`src/design/ita_pkg.sv`:
```
// ----------------------------------------------------------------------------
// ita_pkg
// Shared types, character codes and helper functions for the integer to
// ASCII formatter.
// ----------------------------------------------------------------------------
`default_nettype none

package ita_pkg;

  // default value width and fixed field widths
  localparam int DEF_VALUE_WIDTH = 32;
  localparam int IN_VALUE_W      = 32;
  localparam int CHAR_W          = 8;
  // character count width, holds a run of up to 68 characters (64-bit binary)
  localparam int CNT_W           = 7;

  // character codes
  localparam logic [CHAR_W-1:0] CH_ZERO = 8'h30;
  localparam logic [CHAR_W-1:0] CH_ONE  = 8'h31;
  localparam logic [CHAR_W-1:0] CH_X    = 8'h78;
  localparam logic [CHAR_W-1:0] CH_B    = 8'h62;
  localparam logic [CHAR_W-1:0] CH_CR   = 8'h0D;
  localparam logic [CHAR_W-1:0] CH_LF   = 8'h0A;
  localparam logic [CHAR_W-1:0] CH_A_M10 = 8'h37;  // 'A' - 10

  // format codes
  typedef enum logic [1:0] {
    FMT_HEX  = 2'd0,
    FMT_DEC  = 2'd1,
    FMT_BIN  = 2'd2,
    FMT_NONE = 2'd3
  } fmt_t;

  // back end states
  typedef enum logic [1:0] {
    ST_IDLE,
    ST_CONV,
    ST_EMIT
  } back_state_t;

  // classified request handed from the front end to the back end
  typedef struct packed {
    fmt_t             fmt;
    logic [CNT_W-1:0] n_chars;   // total characters in the run
    logic [CNT_W-1:0] dig_end;   // position just after the last digit
  } cmd_ctrl_t;

  // number of decimal digits of 2^w - 1
  function automatic int dec_digit_count(input int w);
    logic [63:0] m;
    int          n;
    m = {64{1'b1}} >> (64 - w);
    n = 0;
    do begin
      n = n + 1;
      m = m / 10;
    end while (m != 64'd0);
    return n;
  endfunction

  // upper-case hex symbol of one nibble
  function automatic logic [CHAR_W-1:0] hex_char(input logic [3:0] nib);
    logic [CHAR_W-1:0] ch;
    if (nib < 4'd10) begin
      ch = CH_ZERO + {4'h0, nib};
    end else begin
      ch = CH_A_M10 + {4'h0, nib};
    end
    return ch;
  endfunction

endpackage

`default_nettype wire

```
`src/design/ita_front.sv`:
```
// ----------------------------------------------------------------------------
// ita_front
// Accepts requests, trims the value to its width and works out the run
// layout; requests that produce no character are dropped here.
// ----------------------------------------------------------------------------
`default_nettype none

module ita_front #(
  parameter int VALUE_WIDTH = ita_pkg::DEF_VALUE_WIDTH
) (
  input  wire logic                          in_valid,
  output logic                               in_ready,
  input  wire logic [1:0]                    in_action,
  input  wire logic [ita_pkg::IN_VALUE_W-1:0] in_number_value,
  input  wire logic                          in_append_newline,
  input  wire logic                          q_full,
  output logic                               q_push,
  output ita_pkg::cmd_ctrl_t                 q_ctrl,
  output logic [VALUE_WIDTH-1:0]             q_value
);

  localparam int ND_HEX = (VALUE_WIDTH + 3) / 4;
  localparam int ND_DEC = ita_pkg::dec_digit_count(VALUE_WIDTH);

  ita_pkg::fmt_t                  fmt;
  logic [ita_pkg::CNT_W-1:0]      dig_end;
  logic [ita_pkg::CNT_W-1:0]      n_chars;

  // digit span per format, prefix included
  always_comb begin
    fmt = ita_pkg::fmt_t'(in_action);
    case (fmt)
      ita_pkg::FMT_HEX: dig_end = ita_pkg::CNT_W'(ND_HEX + 2);
      ita_pkg::FMT_DEC: dig_end = ita_pkg::CNT_W'(ND_DEC);
      ita_pkg::FMT_BIN: dig_end = ita_pkg::CNT_W'(VALUE_WIDTH + 2);
      default:          dig_end = '0;
    endcase
    n_chars = dig_end + (in_append_newline ? ita_pkg::CNT_W'(2) : '0);
  end

  // queue hand-off, empty runs are taken and discarded
  assign in_ready       = !q_full;
  assign q_push         = in_valid && !q_full && (n_chars != '0);
  assign q_ctrl.fmt     = fmt;
  assign q_ctrl.n_chars = n_chars;
  assign q_ctrl.dig_end = dig_end;
  assign q_value        = VALUE_WIDTH'(in_number_value);

endmodule

`default_nettype wire

```
`src/design/ita_queue.sv`:
```
// ----------------------------------------------------------------------------
// ita_queue
// Two-entry request queue between the front and back ends.
// ----------------------------------------------------------------------------
`default_nettype none

module ita_queue #(
  parameter int VALUE_WIDTH = ita_pkg::DEF_VALUE_WIDTH
) (
  input  wire logic                     clk,
  input  wire logic                     rst_n,
  input  wire logic                     push,
  input  wire ita_pkg::cmd_ctrl_t       push_ctrl,
  input  wire logic [VALUE_WIDTH-1:0]   push_value,
  output logic                          full,
  output logic                          not_empty,
  input  wire logic                     pop,
  output ita_pkg::cmd_ctrl_t            pop_ctrl,
  output logic [VALUE_WIDTH-1:0]        pop_value
);

  ita_pkg::cmd_ctrl_t       ctrl_mem [2];
  logic [VALUE_WIDTH-1:0]   value_mem [2];
  logic                     wr_ptr_r, wr_ptr_nxt;
  logic                     rd_ptr_r, rd_ptr_nxt;
  logic [1:0]               count_r, count_nxt;

  // pointer and fill count update
  always_comb begin
    wr_ptr_nxt = push ? !wr_ptr_r : wr_ptr_r;
    rd_ptr_nxt = pop ? !rd_ptr_r : rd_ptr_r;
    count_nxt  = count_r + {1'b0, push} - {1'b0, pop};
  end

  always_ff @(posedge clk) begin
    if (!rst_n) begin
      wr_ptr_r <= 1'b0;
      rd_ptr_r <= 1'b0;
      count_r  <= 2'd0;
    end else begin
      wr_ptr_r <= wr_ptr_nxt;
      rd_ptr_r <= rd_ptr_nxt;
      count_r  <= count_nxt;
    end
  end

  // entry storage
  always_ff @(posedge clk) begin
    if (push) begin
      ctrl_mem[wr_ptr_r]  <= push_ctrl;
      value_mem[wr_ptr_r] <= push_value;
    end
  end

  assign full      = count_r[1];
  assign not_empty = count_r != 2'd0;
  assign pop_ctrl  = ctrl_mem[rd_ptr_r];
  assign pop_value = value_mem[rd_ptr_r];

endmodule

`default_nettype wire

```
`src/design/ita_back.sv`:
```
// ----------------------------------------------------------------------------
// ita_back
// Takes queued requests, converts to BCD by shift-and-add-3 where needed and
// streams the characters through an output register, one per unstalled cycle.
// ----------------------------------------------------------------------------
`default_nettype none

module ita_back #(
  parameter int VALUE_WIDTH = ita_pkg::DEF_VALUE_WIDTH
) (
  input  wire logic                          clk,
  input  wire logic                          rst_n,
  input  wire logic                          q_not_empty,
  output logic                               q_pop,
  input  wire ita_pkg::cmd_ctrl_t            q_ctrl,
  input  wire logic [VALUE_WIDTH-1:0]        q_value,
  output logic                               out_valid,
  input  wire logic                          out_ready,
  output logic [ita_pkg::CHAR_W-1:0]         out_ascii_char,
  output logic                               out_last_char
);

  localparam int ND_HEX = (VALUE_WIDTH + 3) / 4;
  localparam int HEX_W  = 4 * ND_HEX;
  localparam int ND_DEC = ita_pkg::dec_digit_count(VALUE_WIDTH);
  localparam int SH_W   = 4 * ND_DEC;
  localparam int CONV_W = $clog2(VALUE_WIDTH + 1);

  ita_pkg::back_state_t           state_r, state_nxt;
  ita_pkg::fmt_t                  fmt_r, fmt_nxt;
  logic [ita_pkg::CNT_W-1:0]      n_chars_r, n_chars_nxt;
  logic [ita_pkg::CNT_W-1:0]      dig_end_r, dig_end_nxt;
  logic [ita_pkg::CNT_W-1:0]      pos_r, pos_nxt;
  logic [CONV_W-1:0]              conv_cnt_r, conv_cnt_nxt;
  logic [VALUE_WIDTH-1:0]         src_r, src_nxt;
  logic [SH_W-1:0]                digits_r, digits_nxt;
  logic                           out_valid_r, out_valid_nxt;
  logic [ita_pkg::CHAR_W-1:0]     out_char_r, out_char_nxt;
  logic                           out_last_r, out_last_nxt;

  logic [SH_W-1:0]                bcd_adj;
  logic [ita_pkg::CHAR_W-1:0]     emit_char;
  logic                           emit_digit;
  logic                           has_prefix;
  logic                           slot_free;
  logic [ita_pkg::CNT_W-1:0]      pos_inc;

  // add 3 to every BCD nibble of five or more
  always_comb begin
    for (int k = 0; k < ND_DEC; k++) begin
      if (digits_r[4*k +: 4] >= 4'd5) begin
        bcd_adj[4*k +: 4] = digits_r[4*k +: 4] + 4'd3;
      end else begin
        bcd_adj[4*k +: 4] = digits_r[4*k +: 4];
      end
    end
  end

  // character at the current run position
  always_comb begin
    has_prefix = (fmt_r == ita_pkg::FMT_HEX) || (fmt_r == ita_pkg::FMT_BIN);
    emit_digit = 1'b0;
    if (has_prefix && pos_r == '0) begin
      emit_char = ita_pkg::CH_ZERO;
    end else if (has_prefix && pos_r == ita_pkg::CNT_W'(1)) begin
      emit_char = (fmt_r == ita_pkg::FMT_HEX) ? ita_pkg::CH_X : ita_pkg::CH_B;
    end else if (pos_r < dig_end_r) begin
      emit_digit = 1'b1;
      if (fmt_r == ita_pkg::FMT_BIN) begin
        emit_char = digits_r[SH_W-1] ? ita_pkg::CH_ONE : ita_pkg::CH_ZERO;
      end else begin
        emit_char = ita_pkg::hex_char(digits_r[SH_W-1 -: 4]);
      end
    end else if (pos_r == dig_end_r) begin
      emit_char = ita_pkg::CH_CR;
    end else begin
      emit_char = ita_pkg::CH_LF;
    end
  end

  // sequencer and output register
  always_comb begin
    state_nxt     = state_r;
    fmt_nxt       = fmt_r;
    n_chars_nxt   = n_chars_r;
    dig_end_nxt   = dig_end_r;
    pos_nxt       = pos_r;
    conv_cnt_nxt  = conv_cnt_r;
    src_nxt       = src_r;
    digits_nxt    = digits_r;
    out_char_nxt  = out_char_r;
    out_last_nxt  = out_last_r;
    q_pop         = 1'b0;
    slot_free     = !out_valid_r || out_ready;
    out_valid_nxt = out_valid_r && !out_ready;
    pos_inc       = pos_r + ita_pkg::CNT_W'(1);

    case (state_r)
      ita_pkg::ST_IDLE: begin
        if (q_not_empty) begin
          q_pop        = 1'b1;
          fmt_nxt      = q_ctrl.fmt;
          n_chars_nxt  = q_ctrl.n_chars;
          dig_end_nxt  = q_ctrl.dig_end;
          pos_nxt      = '0;
          src_nxt      = q_value;
          conv_cnt_nxt = CONV_W'(VALUE_WIDTH);
          if (q_ctrl.fmt == ita_pkg::FMT_DEC) begin
            digits_nxt = '0;
            state_nxt  = ita_pkg::ST_CONV;
          end else if (q_ctrl.fmt == ita_pkg::FMT_BIN) begin
            digits_nxt = SH_W'(q_value) << (SH_W - VALUE_WIDTH);
            state_nxt  = ita_pkg::ST_EMIT;
          end else begin
            digits_nxt = SH_W'(HEX_W'(q_value)) << (SH_W - HEX_W);
            state_nxt  = ita_pkg::ST_EMIT;
          end
        end
      end
      ita_pkg::ST_CONV: begin
        digits_nxt   = {bcd_adj[SH_W-2:0], src_r[VALUE_WIDTH-1]};
        src_nxt      = src_r << 1;
        conv_cnt_nxt = conv_cnt_r - CONV_W'(1);
        if (conv_cnt_r == CONV_W'(1)) begin
          state_nxt = ita_pkg::ST_EMIT;
        end
      end
      ita_pkg::ST_EMIT: begin
        if (slot_free) begin
          out_valid_nxt = 1'b1;
          out_char_nxt  = emit_char;
          out_last_nxt  = (pos_inc == n_chars_r);
          pos_nxt       = pos_inc;
          if (emit_digit) begin
            digits_nxt = (fmt_r == ita_pkg::FMT_BIN) ? (digits_r << 1) : (digits_r << 4);
          end
          if (pos_inc == n_chars_r) begin
            state_nxt = ita_pkg::ST_IDLE;
          end
        end
      end
      default: begin
        state_nxt = ita_pkg::ST_IDLE;
      end
    endcase
  end

  // control registers
  always_ff @(posedge clk) begin
    if (!rst_n) begin
      state_r     <= ita_pkg::ST_IDLE;
      out_valid_r <= 1'b0;
    end else begin
      state_r     <= state_nxt;
      out_valid_r <= out_valid_nxt;
    end
  end

  // working and payload registers
  always_ff @(posedge clk) begin
    fmt_r      <= fmt_nxt;
    n_chars_r  <= n_chars_nxt;
    dig_end_r  <= dig_end_nxt;
    pos_r      <= pos_nxt;
    conv_cnt_r <= conv_cnt_nxt;
    src_r      <= src_nxt;
    digits_r   <= digits_nxt;
    out_char_r <= out_char_nxt;
    out_last_r <= out_last_nxt;
  end

  assign out_valid      = out_valid_r;
  assign out_ascii_char = out_char_r;
  assign out_last_char  = out_last_r;

endmodule

`default_nettype wire

```
`src/design/integer_to_ascii_formatter_top.sv`:
```
// ----------------------------------------------------------------------------
// integer_to_ascii_formatter_top
// Formats an unsigned value as hex, decimal or binary ASCII text, one
// character per output request, with an optional CR LF and a last marker.
// ----------------------------------------------------------------------------
// Usage:
//   Input channel (in_valid/in_ready) takes a format code, a value and a
//   newline flag. Output channel (out_valid/out_ready) gives one character
//   per request; out_last_char marks the final character of a run.
//   Hex runs are "0x" plus 8 digits, decimal runs 10 digits with leading
//   zeros, binary runs "0b" plus 32 bits (default width); CR LF follows when
//   the flag is set. A request with format none and no newline gives nothing.
//   The request is written into the queue, popped into the back end's
//   working registers when it is idle, and its first character is then
//   loaded into the output register. The back end emits one character
//   per cycle while out_ready is high, and returns to idle after each run
//   to take the next request from the queue; a decimal request first
//   passes through the shift-and-add-3 BCD converter.
//   A two-entry queue lets the front end take requests while a run is
//   being emitted; in_ready drops only when the queue is full.
//   When the receiver stalls, the current character is held in the output
//   register and the back end waits. Reset empties the queue and the
//   output register and returns the back end to idle.
// ----------------------------------------------------------------------------
`default_nettype none

module integer_to_ascii_formatter_top #(
  parameter int VALUE_WIDTH = ita_pkg::DEF_VALUE_WIDTH
) (
  input  wire logic                           clk,
  input  wire logic                           rst_n,
  input  wire logic                           in_valid,
  output logic                                in_ready,
  input  wire logic [1:0]                     in_action,
  input  wire logic [ita_pkg::IN_VALUE_W-1:0] in_number_value,
  input  wire logic                           in_append_newline,
  output logic                                out_valid,
  input  wire logic                           out_ready,
  output logic [ita_pkg::CHAR_W-1:0]          out_ascii_char,
  output logic                                out_last_char
);

  logic                     q_full;
  logic                     q_push;
  logic                     q_not_empty;
  logic                     q_pop;
  ita_pkg::cmd_ctrl_t       push_ctrl;
  ita_pkg::cmd_ctrl_t       pop_ctrl;
  logic [VALUE_WIDTH-1:0]   push_value;
  logic [VALUE_WIDTH-1:0]   pop_value;

  // request intake and classification
  ita_front #(
    .VALUE_WIDTH(VALUE_WIDTH)
  ) u_front (
    .in_valid         (in_valid),
    .in_ready         (in_ready),
    .in_action        (in_action),
    .in_number_value  (in_number_value),
    .in_append_newline(in_append_newline),
    .q_full           (q_full),
    .q_push           (q_push),
    .q_ctrl           (push_ctrl),
    .q_value          (push_value)
  );

  // request queue
  ita_queue #(
    .VALUE_WIDTH(VALUE_WIDTH)
  ) u_queue (
    .clk       (clk),
    .rst_n     (rst_n),
    .push      (q_push),
    .push_ctrl (push_ctrl),
    .push_value(push_value),
    .full      (q_full),
    .not_empty (q_not_empty),
    .pop       (q_pop),
    .pop_ctrl  (pop_ctrl),
    .pop_value (pop_value)
  );

  // conversion and character streaming
  ita_back #(
    .VALUE_WIDTH(VALUE_WIDTH)
  ) u_back (
    .clk           (clk),
    .rst_n         (rst_n),
    .q_not_empty   (q_not_empty),
    .q_pop         (q_pop),
    .q_ctrl        (pop_ctrl),
    .q_value       (pop_value),
    .out_valid     (out_valid),
    .out_ready     (out_ready),
    .out_ascii_char(out_ascii_char),
    .out_last_char (out_last_char)
  );

endmodule

`default_nettype wire

```
`config.mk`:
```
export PLATFORM = sky130hd
export DESIGN_NAME = integer_to_ascii_formatter_top
export DESIGN_NICKNAME = d
export VERILOG_FILES = /design/src/design/ita_pkg.sv /design/src/design/ita_front.sv /design/src/design/ita_queue.sv /design/src/design/ita_back.sv /design/src/design/integer_to_ascii_formatter_top.sv
export SDC_FILE = /design/constraint.sdc
export NUM_CORES = 1
export LEC_CHECK = 0
export BUFFER_PORTS_ARGS = -buffer_cell sky130_fd_sc_hd__buf_2
export CAP_MARGIN = 30
export CORE_AREA = 5 5 130 132
export DETAILED_ROUTE_END_ITERATION = 8
export DIE_AREA = 0 0 135 137
export GPL_TIMING_DRIVEN = 0
export PLACE_DENSITY = 0.88
export SLEW_MARGIN = 20
export SYNTH_ARGS = -nofsm -noshare
export SYNTH_HDL_FRONTEND = slang
export SYNTH_SLANG_ARGS = --single-unit
```
`constraint.sdc`:
```
create_clock -name clk -period 7.3 [get_ports clk]
set_input_delay 2.19 -clock clk [delete_from_list [all_inputs] [get_ports clk]]
set_output_delay 2.19 -clock clk [all_outputs]
set_load 0.02 [all_outputs]
```
==> impl_metrics.yaml, run 1 <==
status:
  outcome: "finished, final reports clean"
synthesis:
  ys_types: 57
  ys.flop_type: "edfxtp_1"
  synth_nets: 879
  syn_inst: 804
  synth_edf_count: 178
  ys_ff_latch: 186
  synthesis.area_um2: 9430
  yosys_warnings: 0
  async_reset_ff_frac: 0
  syn_avg_cell_area_um2: 11.7
  ys_seq_area_frac: 0.584
setup_path:
  crit_start: "in_action[1]"
  reg2reg_to: "u_back.src_r[22]"
  critPathTopFamily: "simple AND/OR/NAND/NOR gates"
  critical_path_class: "in2reg"
  cp_max_fo: 31
  critPathMaxStageDelay_ps: 310
  crit_path_start_kind: "input pin"
  slowest_stage: "and2_2"
  required_ps: 7430
  crit_buf_inv: 4
  crit_chain: "buf_2, nand2_1, inv_1, ha_1, nand2_1, nand3_1, inv_1, and2_2, buf_12"
  crit_cells: 9
  reg2reg_slack_ps: 4220
  r2r_cells: 8
  crit_path_end: "u_queue.value_mem[1][29]"
  r2r_start: "u_back.state_r[1]"
  cp.arrival_ps: 3640
  cp-end-kind: "flip-flop"
clock_tree:
  cts_setup_buffers: 0
  clk_latency_ps: 440
  clock-sinks: 186
  numCtsBuffers: 17
  cts_tree: "yes"
  cts-htree-levels: 4
  cts.hold.buffers_added: 0
  cts_buffer_depth: 2
  root_buffer: "clkbuf_16"
  cts.clk_slew.worst_paths_ps: 70
  cts_resized: 0
detailed_routing:
  drt-initial-drc-count: 797
  antenna_left: 0
  routedWlPerCell_um: 19.6
  viasPerCell: 6.11
  firstDrtPassIters: 6
  drt_drc_violations_left: 0
  wl_um: 21700
  vias: 6756
global_route:
  grt.overflow.total: 0
  grt_max_degree: 32
  track_usage: 0.239
  antenna_found_initial: 0
  grt_pass1_vias: 6634
  grt_pass1_wl_um: 33800
die:
  die_w_um: 135
  io_pins: 50
  fp-row-count: 46
  die_area_um2: 18500
  initial_core_util: 0.605
  fp.coreArea_um2: 15600
  dieHeight_um: 137
power_and_ir_drop:
  pwr-share-clk: 0.175
  switching_share: 0.394
  p_seq_frac: 0.398
  p_leak_nw: 3.88
  power.switching_mw: 1.94
  p_comb_frac: 0.427
  p_int_mw: 2.98
  peakVddDrop_uv: 233
  p_per_area_nw_per_um2: 464
finish:
  antennaDiodeCount: 0
  mostFrequentLayoutCells: "edfxtp_1, nand2_1, nor2_1"
  area_growth_pct: 12.5
  drive_gt1_frac: 0.168
  layout.nets: 951
  fill_cells: 1094
  final_common_cell: "edfxtp_1"
placed_design:
  hpwl_um: 14900
  port-buffer-count: 47
  place.gp.congestion: 0.941
  pre_cts_slack_ps: 3380
timing:
  hold_viol: 0
  max_slew_margin: 0.443
  setup_viol: 0
  fin_crit_sh: 0.481
  final_max_slew_viol_count: 0
  period_minus_slack_ps: 3510
  fmax_mhz: 285
  setup_slack_ps: 3790
  fin_hold_ws_ps: 514
  clock_skew_ps: 11.2
  worst_pin_slew_ps: 835
  grt_setup_unrepaired: "false"
hold_path:
  holdCritPathClass: "reg2reg"
run:
  cap_violations: 0
[power by group through the flow]
stage	logic, mW	clock network [mW]	registers (mW)
after CTS	2.05	0.863	1.95
after floorplan	1.43	0	1.94
after detailed placement	2.02	0	1.97
after global placement	1.85	0	1.99
final	2.10	0.861	1.96
after global routing	2.27	0.913	1.99
[worst min-delay path, cell delays in order (launching register included)]
cell and delay [ps]:
dfxtp_1 350, nand2_1 70, mux2i_1 50
[cell families after synthesis]
group | count (synthesis) | share of synthesized area
XOR/XNOR | 26 | 0.0256
AND/OR/NAND/NOR | 240 | 0.119
multiplexers | 56 | 0.0647
adder cells (fa/ha/maj) | 36 | 0.0478
buffers and inverters | 79 | 0.0361
AO/OA/AOI/OAI | 180 | 0.123
flip-flops | 186 | 0.584
other | 1 | 0.000398
[how the worst min path moves through the flow]
stage                            startpoint                 to  slack (ps)  depth (start not counted)
after detailed placement  u_back.state_r[0]  u_back.state_r[0]         510                          2
after floorplan           u_back.state_r[0]  u_back.state_r[0]         470                          2
final                     u_back.state_r[0]  u_back.state_r[0]         510                          2
after global placement    u_back.state_r[0]  u_back.state_r[0]         490                          2
after CTS                 u_back.state_r[0]  u_back.state_r[0]         520                          2
after global routing      u_back.state_r[0]  u_back.state_r[0]         540                          2
[per-layer routing]
metal  global-route usage  vias up  part of all wire
li1                     -     3086                 -
met4                0.107        0             0.037
met5                    0        -                 0
met1                0.292     3192              0.38
met2                0.411      400              0.49
met3               0.0489       78             0.097
[layout make-up]
| type | instances | area [um2] | share of cell area |
|---|---|---|---|
| clock buffer | 20 | 437 | 0.0412 |
| multi-input combinational | 539 | 3620 | 0.341 |
| timing repair buffer | 53 | 340 | 0.0321 |
| sequential | 186 | 5510 | 0.519 |
| inverter | 39 | 146 | 0.0138 |
| tap | 216 | 270 | 0.0255 |
| buffer | 40 | 194 | 0.0183 |
| clock inverter | 12 | 100 | 0.00943 |
[cell usage after synthesis (2+ instances only)]
cell type  instances  area share
a21oi_1           49       0.026
o211ai_1           2      0.0016
clkbuf_8           3      0.0044
o21ai_0           47       0.025
nor3_1             4      0.0021
nor2_1            60       0.024
a31oi_1            3      0.0020
o221ai_1           2      0.0019
buf_4              3      0.0024
mux2_2            40       0.048
a311o_1            9      0.0096
buf_1              4      0.0016
a22oi_1           13       0.010
a31o_2             8      0.0074
dfxtp_1            8       0.017
and3_1             4      0.0027
nor3b_1           10      0.0080
or2_2              2      0.0013
clkbuf_1          28       0.011
nor2b_1            6      0.0040
nand2_1          103       0.041
nand3b_1           3      0.0024
o21a_1             3      0.0024
xor2_1             6      0.0056
buf_2              2      0.0011
o22ai_1           14      0.0093
edfxtp_1         178        0.57
a21o_1             3      0.0024
a211oi_1           3      0.0024
and2_1            14      0.0093
ha_1              36       0.048
inv_1             37       0.015
a2bb2oi_1          9      0.0084
xnor2_1           19       0.018
mux2i_1           16       0.017
nand2b_1          18       0.012
a32o_1             3      0.0032
or4_1              2      0.0016
nand3_1            9      0.0048
a32oi_1            4      0.0037
[sequential cells by signal (all words and copies together) (netlist names), 3 cells and up, named ones only]
name	count
u_back.conv_cnt_r	6
u_back.digits_r	40
u_back.n_chars_r	3
u_back.out_ascii_char	7
u_back.pos_r	7
u_back.src_r	32
u_queue.ctrl_mem	14
u_queue.value_mem	64
[stage by stage]
step	TNS, ps	instances	instance area, um2	power (mW)	utilization
finish	0	1105	10600	4.92	0.680
global route	0	1105	10600	5.18	0.680
CTS	0	1105	10600	4.86	0.680
detailed placement	0	1073	10100	3.99	0.646
global placement	-13370	1067	9940	3.84	0.637
floorplan	0	804	9430	3.37	-
Note: power is estimated with default switching activity, not from simulation.
==> run 2: changes to the inputs <==
Settings changed: ABC_AREA set to 1, CORE_AREA 5 5 130 132 to 5 5 131 133, DIE_AREA 0 0 135 137 to 0 0 136 138, PLACE_DENSITY 0.88 to 0.87.
Clock period 7.3 ns to 3.4 ns, I/O delays scaled along.
==> run 2 against run 1 <==
Against the previous run: final area about the same; sequential power increased by 110%; utilization shrank 0.52 points; global-route usage increased by 0.56 points; clock-buffer cell count down 2; largest cell class unchanged; power grew 120%; area after synthesis decreased by 0.27%; non-clock buffer count down 1; sequential cell count is the same; cell count rose by 12%; largest power group unchanged; critical path depth down 1.
==> impl_metrics.yaml, run 2 <==
detailed_routing:
  vias: 7446
  drt_drc_violations_left: 0
  firstDrtPassIters: 6
  routedWlPerCell_um: 18.5
  drt-initial-drc-count: 1082
  antenna_left: 0
  wl_um: 22900
  viasPerCell: 6.01
clock_tree:
  cts-htree-levels: 4
  cts_setup_buffers: 0
  numCtsBuffers: 17
  cts.clk_slew.worst_paths_ps: 70
  clock-sinks: 186
  cts_resized: 0
  cts.hold.buffers_added: 0
  root_buffer: "clkbuf_16"
  cts_buffer_depth: 2
  cts_tree: "yes"
  clk_latency_ps: 440
timing:
  worst_pin_slew_ps: 791
  setup_viol: 0
  max_slew_margin: 0.473
  fin_setup_tns_ps: 0
  grt_setup_unrepaired: "false"
  clock_skew_ps: 10.5
  final_max_slew_viol_count: 0
  fin_crit_sh: 0.848
  fmax_mhz: 347
  hold_viol: 0
  period_minus_slack_ps: 2880
setup_path:
  reg2reg_slack_ps: 520
  critical_path_class: "reg2reg"
  crit_buf_inv: 5
  r2r_start: "u_back.state_r[0]"
  slowest_stage: "nor3_4"
  critPathTopFamily: "buffers and inverters"
  required_ps: 3540
  cp_max_fo: 16
  crit_path_start_kind: "flip-flop"
  cp.arrival_ps: 3030
  cp-end-kind: "flip-flop"
  critPathMaxStageDelay_ps: 480
  crit_chain: "inv_1, ha_1, inv_1, clkbuf_1, clkbuf_1, a21oi_1, nor3_4, buf_8"
  r2r_cells: 8
  reg2reg_to: "u_back.digits_r[22]"
die:
  dieHeight_um: 138
  io_pins: 50
  initial_core_util: 0.599
  fp.coreArea_um2: 15700
  fp-row-count: 46
  die_w_um: 136
  die_area_um2: 18800
synthesis:
  synth_nets: 1013
  synthesis.area_um2: 9410
  synth-simple-area-share: 0.138
  synth_fa_ha_area_frac: 0.0479
  async_reset_ff_frac: 0
  synthMuxAreaShare: 0.00851
  synth_edf_count: 178
  synth.area.top_cells: "edfxtp_1, nand2_1, ha_1, a21oi_1, o21ai_0"
  synth_common_cells: "edfxtp_1, nand2_1, inv_1"
  ys_ff_latch: 186
  ys.flop_type: "edfxtp_1"
  syn_avg_cell_area_um2: 10.0
  synth_compound_area_frac: 0.147
  synth.top_cell.area_share: 0.568
  synth_xor_area_frac: 0.0130
  yosys_warnings: 0
  synth_top_family_by_area: "compound AO/OA/AOI/OAI gates"
  ys_seq_area_frac: 0.585
  ys_types: 41
  yosysTopAreaCell: "edfxtp_1"
  syn_inst: 938
global_route:
  grt_pass1_vias: 7149
  grt_pass1_wl_um: 36200
  grt.overflow.total: 0
  track_usage: 0.244
  antenna_found_initial: 0
  grt_max_degree: 28
finish:
  fill_cells: 1063
  largest_register: "u_queue.value_mem"
  largest_registers: "u_queue.value_mem (64), u_back.digits_r (40), u_back.src_r (32)"
  layout.nets: 1086
  drive_gt1_frac: 0.129
  mostFrequentLayoutCells: "nand2_1, edfxtp_1, inv_1"
  final_cells: 1239
  area_growth_pct: 12.8
  antennaDiodeCount: 0
  largest_reg_flops: 64
placed_design:
  hpwl_um: 15600
  port-buffer-count: 48
  dp_cells: 1207
  place.gp.congestion: 0.981
hold_path:
  holdCritPathClass: "reg2reg"
  worst_hold_path.endpoint: "u_queue.rd_ptr_r"
  min_from: "u_queue.rd_ptr_r"
  hold_path_depth: 1
power_and_ir_drop:
  p_per_area_nw_per_um2: 999
  totalPowerFinal_mw: 10.6
  p_leak_nw: 4.25
  peakVddDrop_uv: 453
status:
  outcome: "finished, final reports clean"
run:
  cap_violations: 0
-- run 2: how the worst max path moves through the flow --
stage / from / endpoint / cells past startpoint
after global routing: u_back.state_r[0] / u_back.digits_r[21] / 8
after detailed placement: in_action[1] / u_queue.value_mem[1][0] / 8
final: u_back.state_r[0] / u_back.digits_r[22] / 8
after global placement: u_back.state_r[0] / u_back.digits_r[14] / 7
after floorplan: u_back.pos_r[5] / u_back.digits_r[0] / 7
after CTS: u_back.state_r[0] / u_back.digits_r[1] / 8
-- run 2: cell type report --
type / count / area (um2) / area share
Sequential cell: 186 / 5510 / 0.519
Multi-Input combinational cell: 610 / 3370 / 0.318
Clock buffer: 18 / 429 / 0.0405
Inverter: 104 / 390 / 0.0368
Timing Repair Buffer: 54 / 353 / 0.0333
Tap cell: 216 / 270 / 0.0255
Buffer: 38 / 175 / 0.0165
Clock inverter: 13 / 111 / 0.0105
-- run 2: kinds of logic after synthesis --
group	count (synthesis)
xor gates and xnor gates	14
buffers and inverters	142
DFF	186
AOI/OAI and AO/OA	244
other	1
adders and majority gates	36
and+or+nand+nor	307
muxes	8
-- run 2: per-layer routing --
metal / part of all wire / vias up / track usage
li1: - / 3443 / -
met1: 0.39 / 3429 / 0.318
met2: 0.47 / 490 / 0.387
met3: 0.10 / 84 / 0.0620
met4: 0.034 / 0 / 0.106
met5: 0 / - / 0
-- run 2: power by group --
part | internal, mW | total [mW] | switching (mW)
Sequential | 3.71 | 4.21 | 0.504
Clock | 0.954 | 1.86 | 0.911
Combinational | 1.38 | 4.52 | 3.14
Total | 6.05 | 10.6 | 4.55
-- run 2: worst reg2reg max path: cells and delay by family, from the launching register on --
family	cells	cell delay, ps
AOI/OAI and AO/OA	1	170
adders and majority gates	1	240
buffers and inverters	5	1300
DFF	1	390
and+or+nand+nor	1	490
-- run 2: through the flow --
step | cell area (um2) | hold WS (ps) | util | worst slack [ps]
2_1_floorplan | 9420 | 425 | - | 56.1
3_5_place_dp | 10100 | 446 | 0.640 | 459
5_1_grt | 10600 | 496 | 0.675 | 393
3_3_place_gp | 9930 | 435 | 0.632 | -1090
6_report | 10600 | 452 | 0.675 | 517
4_1_cts | 10600 | 456 | 0.675 | 557
